==> config.mk <==
export PLATFORM = sky130hd
export DESIGN_NAME = udp_checksum_generator_top
export DESIGN_NICKNAME = d
export VERILOG_FILES = /design/src/rtl/core/udpcs_pkg.sv /design/src/rtl/core/udpcs_front.sv /design/src/rtl/core/udpcs_fifo.sv /design/src/rtl/core/udpcs_back.sv /design/src/rtl/core/udp_checksum_generator_top.sv
export SDC_FILE = /design/constraint.sdc
export NUM_CORES = 1
export LEC_CHECK = 0
export ABC_AREA = 1
export BUFFER_PORTS_ARGS = -buffer_cell sky130_fd_sc_hd__buf_2
export CAP_MARGIN = 10
export CORE_MARGIN = 2
export CORE_UTILIZATION = 50
export DETAILED_ROUTE_END_ITERATION = 16
export PLACE_DENSITY = 0.67
export SETUP_SLACK_MARGIN = 0.1
export SKIP_LAST_GASP = 1
export SLEW_MARGIN = 20
export SYNTH_ARGS = -nofsm -noshare
export SYNTH_HDL_FRONTEND = slang
export SYNTH_SLANG_ARGS = --single-unit
==> constraint.sdc <==
create_clock -name i_clk -period 14.3 [get_ports i_clk]
set_clock_uncertainty 0.1 [all_clocks]
set_input_delay 2.145 -clock i_clk [delete_from_list [all_inputs] [get_ports i_clk]]
set_output_delay 2.145 -clock i_clk [all_outputs]
set_load 0.1 [all_outputs]
==> src/rtl/core/udpcs_pkg.sv <==
package udpcs_pkg;

    localparam logic [15:0] UDP_PROTO = 16'd17;
    localparam logic [17:0] HDR_BYTES = 18'd8;
    localparam logic [16:0] COUNT_MAX = 17'h1FFFF;
    localparam logic [15:0] LEN_MAX   = 16'hFFFF;

    typedef enum logic [1:0] {
        NB_NONE  = 2'd0,
        NB_UPPER = 2'd1,
        NB_BOTH  = 2'd2,
        NB_BOTH3 = 2'd3
    } t_nbytes;

    typedef struct packed {
        logic [31:0] source_ip;
        logic [31:0] dest_ip;
        logic [15:0] dest_port;
        logic [15:0] payload_word;
        logic [1:0]  valid_bytes;
        logic        last_word;
    } t_in_req;

    typedef struct packed {
        logic [15:0] checksum;
        logic [15:0] udp_length;
        logic        too_long;
    } t_out_rsp;

    // closed datagram, handed from front to back
    typedef struct packed {
        logic [15:0] running_sum;
        logic [16:0] byte_count;
        logic [31:0] source_ip;
        logic [31:0] dest_ip;
        logic [15:0] dest_port;
    } t_dgram;

    typedef struct packed {
        logic full;
        logic not_empty;
    } t_q_status;

endpackage

==> src/rtl/core/udpcs_front.sv <==
module udpcs_front import udpcs_pkg::*; (
    input  logic      i_clk,
    input  logic      i_rst_n,
    input  logic      i_in_valid,
    output logic      o_in_stall,
    input  t_in_req   i_in,
    input  t_q_status i_q_status,
    output logic      o_push,
    output t_dgram    o_push_data
);

    logic [15:0] r_sum,   n_sum;
    logic [16:0] r_count, n_count;
    logic        r_first, n_first;
    logic [31:0] r_sip,   n_sip;
    logic [31:0] r_dip,   n_dip;
    logic [15:0] r_dport, n_dport;

    logic        w_accept;
    logic [1:0]  w_nb;
    logic [15:0] w_addend;
    logic [16:0] w_s17;
    logic [15:0] w_sum_upd;
    logic [17:0] w_cnt18;
    logic [16:0] w_cnt_upd;
    logic [31:0] w_sip;
    logic [31:0] w_dip;
    logic [15:0] w_dport;

    assign o_in_stall = i_q_status.full;
    assign w_accept   = i_in_valid && !o_in_stall;

    always_comb begin
        case (t_nbytes'(i_in.valid_bytes))
            NB_NONE:  begin w_nb = 2'd0; w_addend = 16'h0000; end
            NB_UPPER: begin w_nb = 2'd1; w_addend = {i_in.payload_word[15:8], 8'h00}; end
            NB_BOTH:  begin w_nb = 2'd2; w_addend = i_in.payload_word; end
            NB_BOTH3: begin w_nb = 2'd2; w_addend = i_in.payload_word; end
            default:  begin w_nb = 2'd0; w_addend = 16'h0000; end
        endcase
    end

    assign w_s17     = {1'b0, r_sum} + {1'b0, w_addend};
    assign w_sum_upd = w_s17[15:0] + {15'd0, w_s17[16]};
    assign w_cnt18   = {1'b0, r_count} + {16'd0, w_nb};
    assign w_cnt_upd = w_cnt18[17] ? COUNT_MAX : w_cnt18[16:0];

    assign w_sip   = r_first ? i_in.source_ip : r_sip;
    assign w_dip   = r_first ? i_in.dest_ip   : r_dip;
    assign w_dport = r_first ? i_in.dest_port : r_dport;

    assign o_push                  = w_accept && i_in.last_word;
    assign o_push_data.running_sum = w_sum_upd;
    assign o_push_data.byte_count  = w_cnt_upd;
    assign o_push_data.source_ip   = w_sip;
    assign o_push_data.dest_ip     = w_dip;
    assign o_push_data.dest_port   = w_dport;

    always_comb begin
        n_sum   = r_sum;
        n_count = r_count;
        n_first = r_first;
        n_sip   = r_sip;
        n_dip   = r_dip;
        n_dport = r_dport;
        if (w_accept) begin
            n_sip   = w_sip;
            n_dip   = w_dip;
            n_dport = w_dport;
            if (i_in.last_word) begin
                n_sum   = 16'h0000;
                n_count = 17'd0;
                n_first = 1'b1;
            end else begin
                n_sum   = w_sum_upd;
                n_count = w_cnt_upd;
                n_first = 1'b0;
            end
        end
    end

    always_ff @(posedge i_clk) begin
        if (!i_rst_n) begin
            r_sum   <= 16'h0000;
            r_count <= 17'd0;
            r_first <= 1'b1;
        end else begin
            r_sum   <= n_sum;
            r_count <= n_count;
            r_first <= n_first;
        end
    end

    always_ff @(posedge i_clk) begin
        r_sip   <= n_sip;
        r_dip   <= n_dip;
        r_dport <= n_dport;
    end

endmodule

==> src/rtl/core/udpcs_fifo.sv <==
module udpcs_fifo import udpcs_pkg::*; #(
    parameter int DEPTH = 4
) (
    input  logic      i_clk,
    input  logic      i_rst_n,
    input  logic      i_push,
    input  t_dgram    i_push_data,
    input  logic      i_pop,
    output t_dgram    o_pop_data,
    output t_q_status o_status
);

    localparam int PW = (DEPTH > 1) ? $clog2(DEPTH) : 1;
    localparam int CW = $clog2(DEPTH + 1);
    localparam logic [PW-1:0] PTR_LAST = PW'(DEPTH - 1);
    localparam logic [CW-1:0] CNT_FULL = CW'(DEPTH);

    t_dgram        r_mem [DEPTH];
    logic [PW-1:0] r_wptr,  n_wptr;
    logic [PW-1:0] r_rptr,  n_rptr;
    logic [CW-1:0] r_count, n_count;
    logic          w_push;
    logic          w_pop;

    assign o_status.full      = (r_count == CNT_FULL);
    assign o_status.not_empty = (r_count != '0);
    assign w_push     = i_push && !o_status.full;
    assign w_pop      = i_pop && o_status.not_empty;
    assign o_pop_data = r_mem[r_rptr];

    always_comb begin
        n_wptr  = r_wptr;
        n_rptr  = r_rptr;
        n_count = r_count;
        if (w_push) begin
            n_wptr = (r_wptr == PTR_LAST) ? '0 : r_wptr + PW'(1);
        end
        if (w_pop) begin
            n_rptr = (r_rptr == PTR_LAST) ? '0 : r_rptr + PW'(1);
        end
        if (w_push && !w_pop) begin
            n_count = r_count + CW'(1);
        end else if (w_pop && !w_push) begin
            n_count = r_count - CW'(1);
        end
    end

    always_ff @(posedge i_clk) begin
        if (!i_rst_n) begin
            r_wptr  <= '0;
            r_rptr  <= '0;
            r_count <= '0;
        end else begin
            r_wptr  <= n_wptr;
            r_rptr  <= n_rptr;
            r_count <= n_count;
        end
    end

    always_ff @(posedge i_clk) begin
        if (w_push) begin
            r_mem[r_wptr] <= i_push_data;
        end
    end

endmodule

==> src/rtl/core/udpcs_back.sv <==
module udpcs_back import udpcs_pkg::*; (
    input  logic        i_clk,
    input  logic        i_rst_n,
    input  logic [15:0] i_source_port,
    input  t_q_status   i_q_status,
    input  t_dgram      i_dgram,
    output logic        o_pop,
    output logic        o_out_valid,
    input  logic        i_out_stall,
    output t_out_rsp    o_out
);

    logic        w_adv;

    logic        r_a_valid;
    logic [18:0] r_a_sum5;
    logic [17:0] r_a_sum3;
    logic [15:0] r_a_len;
    logic        r_a_over;

    logic        r_b_valid;
    logic [19:0] r_b_total;
    logic [15:0] r_b_len;
    logic        r_b_over;

    logic        r_out_valid;
    t_out_rsp    r_out;

    logic [17:0] w_total;
    logic        w_over;
    logic [15:0] w_len;
    logic [18:0] w_sum5;
    logic [17:0] w_sum3;
    logic [19:0] w_total_b;
    logic [16:0] w_f1;
    logic [15:0] w_f2;
    logic [15:0] w_ck;

    assign w_adv = !r_out_valid || !i_out_stall;
    assign o_pop = w_adv && i_q_status.not_empty;

    // stage A: length and partial sums
    assign w_total = {1'b0, i_dgram.byte_count} + HDR_BYTES;
    assign w_over  = (w_total[17:16] != 2'b00);
    assign w_len   = w_over ? LEN_MAX : w_total[15:0];
    assign w_sum5  = {3'd0, i_dgram.running_sum}
                   + {3'd0, i_dgram.source_ip[31:16]}
                   + {3'd0, i_dgram.source_ip[15:0]}
                   + {3'd0, i_dgram.dest_ip[31:16]}
                   + {3'd0, i_dgram.dest_ip[15:0]};
    assign w_sum3  = {2'd0, i_source_port} + {2'd0, i_dgram.dest_port} + {2'd0, UDP_PROTO};

    // stage B: full sum, length counted twice
    assign w_total_b = {1'b0, r_a_sum5} + {2'd0, r_a_sum3} + {3'd0, r_a_len, 1'b0};

    // fold, complement, zero sent as all ones
    assign w_f1 = {1'b0, r_b_total[15:0]} + {13'd0, r_b_total[19:16]};
    assign w_f2 = w_f1[15:0] + {15'd0, w_f1[16]};
    assign w_ck = ~w_f2;

    always_ff @(posedge i_clk) begin
        if (!i_rst_n) begin
            r_a_valid   <= 1'b0;
            r_b_valid   <= 1'b0;
            r_out_valid <= 1'b0;
        end else if (w_adv) begin
            r_a_valid   <= i_q_status.not_empty;
            r_b_valid   <= r_a_valid;
            r_out_valid <= r_b_valid;
        end
    end

    always_ff @(posedge i_clk) begin
        if (w_adv) begin
            r_a_sum5  <= w_sum5;
            r_a_sum3  <= w_sum3;
            r_a_len   <= w_len;
            r_a_over  <= w_over;
            r_b_total <= w_total_b;
            r_b_len   <= r_a_len;
            r_b_over  <= r_a_over;
            r_out.checksum   <= (w_ck == 16'h0000) ? LEN_MAX : w_ck;
            r_out.udp_length <= r_b_len;
            r_out.too_long   <= r_b_over;
        end
    end

    assign o_out_valid = r_out_valid;
    assign o_out       = r_out;

endmodule

==> src/rtl/core/udp_checksum_generator_top.sv <==
// UDP checksum generator over the IPv4 pseudo-header. Send one payload as
// 16-bit big-endian words, one per cycle; addressing is taken from the first
// word of each datagram and the source port from the configuration register.
// The front end sums one word per cycle while the input is not stalled, and
// the next datagram follows the last word with no gap. Closed datagrams go
// through a QUEUE_DEPTH-entry queue into a three-stage back end (stage A,
// stage B, output register). The input stalls only while the queue is full.
// Write the source port only while idle.
module udp_checksum_generator_top import udpcs_pkg::*; #(
    parameter int QUEUE_DEPTH = 4
) (
    input  logic        i_clk,
    input  logic        i_rst_n,
    input  logic        i_in_valid,
    output logic        o_in_stall,
    input  t_in_req     i_in,
    output logic        o_out_valid,
    input  logic        i_out_stall,
    output t_out_rsp    o_out,
    input  logic        i_cfg_valid,
    output logic        o_cfg_ready,
    input  logic [15:0] i_cfg_data
);

    logic [15:0] r_source_port;
    logic        w_push;
    t_dgram      w_push_data;
    logic        w_pop;
    t_dgram      w_pop_data;
    t_q_status   w_q_status;

    assign o_cfg_ready = 1'b1;

    always_ff @(posedge i_clk) begin
        if (!i_rst_n) begin
            r_source_port <= 16'h0000;
        end else if (i_cfg_valid && o_cfg_ready) begin
            r_source_port <= i_cfg_data;
        end
    end

    udpcs_front u_front (
        .i_clk       (i_clk),
        .i_rst_n     (i_rst_n),
        .i_in_valid  (i_in_valid),
        .o_in_stall  (o_in_stall),
        .i_in        (i_in),
        .i_q_status  (w_q_status),
        .o_push      (w_push),
        .o_push_data (w_push_data)
    );

    udpcs_fifo #(
        .DEPTH (QUEUE_DEPTH)
    ) u_fifo (
        .i_clk       (i_clk),
        .i_rst_n     (i_rst_n),
        .i_push      (w_push),
        .i_push_data (w_push_data),
        .i_pop       (w_pop),
        .o_pop_data  (w_pop_data),
        .o_status    (w_q_status)
    );

    udpcs_back u_back (
        .i_clk         (i_clk),
        .i_rst_n       (i_rst_n),
        .i_source_port (r_source_port),
        .i_q_status    (w_q_status),
        .i_dgram       (w_pop_data),
        .o_pop         (w_pop),
        .o_out_valid   (o_out_valid),
        .i_out_stall   (i_out_stall),
        .o_out         (o_out)
    );

    a_ck_nonzero: assert property (@(posedge i_clk) disable iff (!i_rst_n)
        o_out_valid |-> (o_out.checksum != 16'h0000))
        else $error("checksum of zero sent");

    a_long_sat: assert property (@(posedge i_clk) disable iff (!i_rst_n)
        (o_out_valid && o_out.too_long) |-> (o_out.udp_length == LEN_MAX))
        else $error("too_long without saturated length");

    a_len_min: assert property (@(posedge i_clk) disable iff (!i_rst_n)
        (o_out_valid && !o_out.too_long) |-> (o_out.udp_length >= 16'd8))
        else $error("length below header size");

    a_no_push_full: assert property (@(posedge i_clk) disable iff (!i_rst_n)
        w_q_status.full |-> !w_push)
        else $error("push into full queue");

endmodule
* After elaboration in Yosys (flattened, before gate mapping)
Memory sizes are Yosys's and may differ from the RTL's. A register that Yosys moved wholly into a read port is not among the register bits.
Index checks and enable logic that the tools add are counted.
** Word-level totals
- Register bits :: 264
- Memory bits (writable) :: 452
- Output and inout bits :: 36
- Memories :: 1
** Memory list
- u_fifo.r_mem :: depth 4, bits a word 113, read ports 1, clocked after memory_dff 1, write ports 1, line udpcs_fifo.sv:18 : t_dgram r_mem [DEPTH];
** Operators by class
- $add $sub $neg :: 18
- Eq/ne operators :: 6
- Mux-type cells :: 17
- Bitwise gates (word level) :: 1
- Reductions and logical operators :: 19
** Operators with widths (count)
- two-way mux 32 bit :: 2
- adder 19 x 16 -> 19 bit :: 3
- adder 16 x 16 -> 17 bit :: 3
- case mux 16 bit (3 select lines) :: 1
- two-way mux 17 bit :: 2
- adder 16 x 1 -> 16 bit :: 2
- two-way mux 16 bit :: 2
- adder 19 x 18 -> 20 bit :: 1
- adder 20 x 17 -> 20 bit :: 1
- adder 17 x 2 -> 18 bit :: 1
- adder 17 x 4 -> 18 bit (second input constant) :: 1
- adder 18 x 5 -> 18 bit (second input constant) :: 1
- adder 16 x 4 -> 17 bit :: 1
- logical NOT 16 bit :: 1
- NOT 16 bit :: 1
- equality test 2 bit (second input constant) :: 4
- two-way mux 2 bit :: 4
- logical AND 1 bit :: 7
- two-way mux 3 bit :: 2
- case mux 2 bit (3 select lines) :: 1
- logical NOT 1 bit :: 5
- adder 2 x 1 -> 2 bit (second input constant) :: 2
- nonzero test 2 bit :: 2
- adder 3 x 1 -> 3 bit (second input constant) :: 1
- other kinds (8) :: 10

* Logic depth before layout (Yosys ltp)
- Word-level depth :: 9
- Mapped depth :: 30
- Gate-level depth less buffers :: 26

* By module
From an unflattened synthesis, not the netlist that was laid out.
** Second synthesis, totals
- Cell total of the unflattened synthesis :: 2969
- Area total of the unflattened synthesis :: 34002.6 um^2
** By module, submodules not included
- udpcs_fifo :: instances 1, cells each 1163, area each 17205.3 um^2, sequential area each 13753.2 um^2
- udpcs_back :: instances 1, cells each 982, area each 9446.6 um^2, sequential area each 3783.6 um^2
- udpcs_front :: instances 1, cells each 721, area each 6665.1 um^2, sequential area each 3083.0 um^2
- udp_checksum_generator_top :: instances 1, cells each 103, area each 685.7 um^2, sequential area each 320.3 um^2

* Least setup slack after synthesis
OpenSTA, ideal clock, no wires.
- Path kind :: input to register
- From :: in i_in_valid
- To :: mem u_fifo.r_mem[0][0] (netlist bit) (enable)
- Arrival time :: 11.987 ns
- Data required time :: 13.613 ns
- Path slack :: 1.627 ns
- Stages on the path :: 6
- Buffers on the path :: 0
- Path through :: inv_1 > nor2_1 > clkinv_1 > nor2_1 > clkinv_1 > nor2_1
** Between the ends
- Cells in the longest elaborated chain, start to end :: 5
** RTL lines
- start, declared :: line udp_checksum_generator_top.sv:14 : input logic i_in_valid,
- logical AND 1 bit :: line udpcs_front.sv:31 : assign w_accept = i_in_valid && !o_in_stall;
- net u_front.w_accept :: line udpcs_front.sv:19 : logic w_accept;
- logical AND 1 bit :: line udpcs_front.sv:52 : assign o_push = w_accept && i_in.last_word;
- logical AND 1 bit :: line udpcs_fifo.sv:27 : assign w_push = i_push && !o_status.full;
- net u_fifo.w_push :: line udpcs_fifo.sv:22 : logic w_push;
- two-way mux 1 bit :: line udpcs_fifo.sv:61 : if (w_push) begin
- two-way mux 1 bit (implied by the code) :: line udpcs_fifo.sv:62 : r_mem[r_wptr] <= i_push_data;
- end, declared :: line udpcs_fifo.sv:18
The timed path passes the listed nets, and every way through them passes these cells.

==> flow_summary.ini <==
[sta]
hold_violations = 0
period_share_pct = 47.1
setup_tns_ps = 0
rsz0062_at_grt = false
slew_headroom_pct = 35.9
fmax_mhz = 149
setup_viol = 0
period_needed_ps = 6730
report.final.slew_viol_count = 0
worst_slew_pin_slew_ps = 962

[global_route]
gr-total-overflow = 0
grt_antenna_before_repair = 0
grt_first_pass_wirelength_um = 120000
grt_start_max_net_pins = 84
gr-usage-all-layers_pct = 21.9
grt_pass1_vias = 22200

[synthesis]
synth_fp_nets = 3324
yosysTopAreaCellShare_pct = 58.0
async_flop_share_pct = 0
netlist_area_um2 = 34000
synthAdderAreaFrac_pct = 7.07
synth_top_family_by_area = simple AND/OR/NAND/NOR gates
yosys_warnings = 0
synth_cells = 3045
synth_compound_area_share_pct = 8.44
synth_edf_count = 656
synth-simple-area-share_pct = 13.8
synth.avg_cell_area_um2 = 11.2
synth-xor-area-share_pct = 2.22
synth_common_cells = edfxtp_1, nand2_1, nor2_1
synth_most_common_cell = edfxtp_1
synth_mux_area_share_pct = 2.65
synth_cell_types = 54
synth.ff_latch_count = 718
ys.flop_type = edfxtp_1
synth.area.top_cells = edfxtp_1, nand2_1, ha_1
yosysTopAreaCell = edfxtp_1
yosysSeqAreaShare_pct = 61.6

[routing]
drt_iter0_markers = 1920
drt_wl_total_um = 77000
post_drt_wl_per_cell_um = 18.7
vias = 22500
viasPerCell = 5.46
ant_nets = 0
drc = 0
first_pass_iters = 5

[clock_tree]
clk_latency_ps = 630
cts_tree = built
clock_sinks = 718
cts_max_level = 3
cts.clk_slew.worst_paths_ps = 60
clockBufferDepth = 3
cts_setup_buffers = 0
cts_buffers = 77
postCtsResizedCells = 0
cts_hold_buf = 0
cts_root_buffer = clkbuf_16

[die]
rows = 95
dieArea_um2 = 70100
coreArea_um2 = 67300
io_pins = 156
start_util_pct = 50.5
die_y_um = 265
die_w_um = 265

[worst_setup_path]
arrival_ps = 7010
reg2reg_depth = 27
critPathLaunchType = flop
required_ps = 14580
cp-end-kind = flop
worstSetupPathType = flop to flop
cp_max_fo = 83

[hold_path]
whs_path_depth = 0
hold_path.class = flop to flop

[cells_and_area]
drive_gt1_share_pct = 13.8
finalNetCount = 3478
nFillCells = 5531
diodes = 0
area_delta_synth_final_pct = 12.4

[place]
portBuffers = 154
dp_hpwl_um = 51400
routabilityCongestion = 0.882

[run]
max-cap-violations = 0

[outcome]
outcome = finished, final reports clean
## placed cells by master (no fill, tap or decap), types with 5 or more instances in the layout
cell type / n
a21boi_0: 6
a21o_1: 5
a21oi_1: 137
a32o_1: 20
and2_1: 5
buf_2: 154
buf_4: 20
bufinv_16: 5
clkbuf_1: 7
clkbuf_16: 77
clkinv_1: 20
clkinv_2: 9
dfxtp_1: 59
edfxtp_1: 656
fa_1: 55
ha_1: 104
inv_1: 256
inv_2: 9
inv_6: 8
mux2_2: 80
nand2_1: 545
nand2_2: 24
nand2_4: 5
nand3_1: 124
nand3_2: 5
nand3b_1: 6
nand4_1: 22
nor2_1: 328
nor2_2: 9
nor2_4: 8
nor3_1: 18
o21ai_0: 235
o21bai_1: 6
o22ai_1: 81
or2_2: 12
xnor2_1: 28
xor2_1: 58
## cells by family (layout without fill, tap and decap cells)
kind of cell	after synthesis	count (layout)
compound gates	512	512
simple gates	1117	1117
fa+ha+maj	159	159
buf+inv	372	583
other cells	1	1
mux	80	80
flops	718	718
xor+xnor	86	86
## path summary, 6_finish.rpt
path	from	endpoint	slack (ps)
worst min-delay path	u_back.r_a_over$_DFFE_PN_	u_back.r_b_over$_DFFE_PN_	310
worst max register to register	flop	u_back.r_a_sum5[16]$_DFFE_PN_	7570
worst min register to register	u_back.r_a_over$_DFFE_PN_	u_back.r_b_over$_DFFE_PN_	310
worst max-delay path	flop	u_back.r_a_sum5[16]$_DFFE_PN_	7570
## critical path, cell delays in order, from the launching register on
cell,delay [ps]
dfxtp_4,470
inv_6,470
buf_4,790
o21ai_0,200
o22ai_1,180
ha_1,240
fa_1,240
nand3_1,80
nand2_1,120
a21oi_1,110
o21ai_0,390
a21boi_0,220
o21ai_0,300
nand2_1,90
inv_1,80
nor2_1,40
nand2_1,50
nand2_1,70
fa_1,540
inv_1,60
fa_1,520
inv_1,40
ha_1,340
nand2_1,110
nor2_1,50
a211oi_1,280
nand2_1,100
xor2_1,140
## final cells by class
type | count | area, um2 | area share [%]
multi-input cells | 1955 | 11700 | 30.5
repair buffers | 176 | 952 | 2.49
flip-flops and latches | 718 | 20900 | 54.8
clock buffers | 88 | 2010 | 5.26
inverters | 271 | 1030 | 2.69
clock inverters | 48 | 502 | 1.31
well taps | 873 | 1090 | 2.86
## flip-flops by register name (all words and copies together), names as in the netlist, named ones only
name                flops
u_back.r_a_over         1
u_front.r_first         1
u_back.r_a_sum5        19
u_back.r_a_len         16
u_back.r_b_valid        1
u_back.r_a_sum3        18
u_back.r_b_total       20
u_back.r_a_valid        1
u_back.r_b_over         1
u_fifo.r_wptr           2
u_fifo.r_mem          452
u_back.o_out           33
u_back.o_out_valid      1
u_fifo.r_rptr           2
u_front.r_sum          16
u_front.r_count        17
u_front.r_dport        16
r_source_port          16
u_fifo.r_count          3
u_front.r_dip          32
u_back.r_b_len         16
u_front.r_sip          32
## metrics by stage
stage               util, %  hold WS (ps)  cell area (um2)  instances  worst slack [ps]
finish                 56.8           309            38200       4129              7570
global route           56.8           323            38200       4129              6920
CTS                    56.7           317            38200       4128              7610
detailed placement     53.0           306            35700       3992              7690
global placement       53.0           301            35700       3992              7760
floorplan                 -           300            34000       3045              1630
## per-layer routing
| layer | vias to the layer above | wire (um) | track usage [%] |
|---|---|---|---|
| li1 | 10900 | - | - |
| met3 | 122 | 3620 | 3.53 |
| met4 | 0 | 2120 | 6.81 |
| met5 | - | 0 | 0 |
| met1 | 10900 | 33000 | 28.7 |
| met2 | 599 | 38300 | 37.7 |
Power is left out: the tool's default activity adds up to more than one toggle a clock period on the data nets, which glitch-free logic cannot reach.
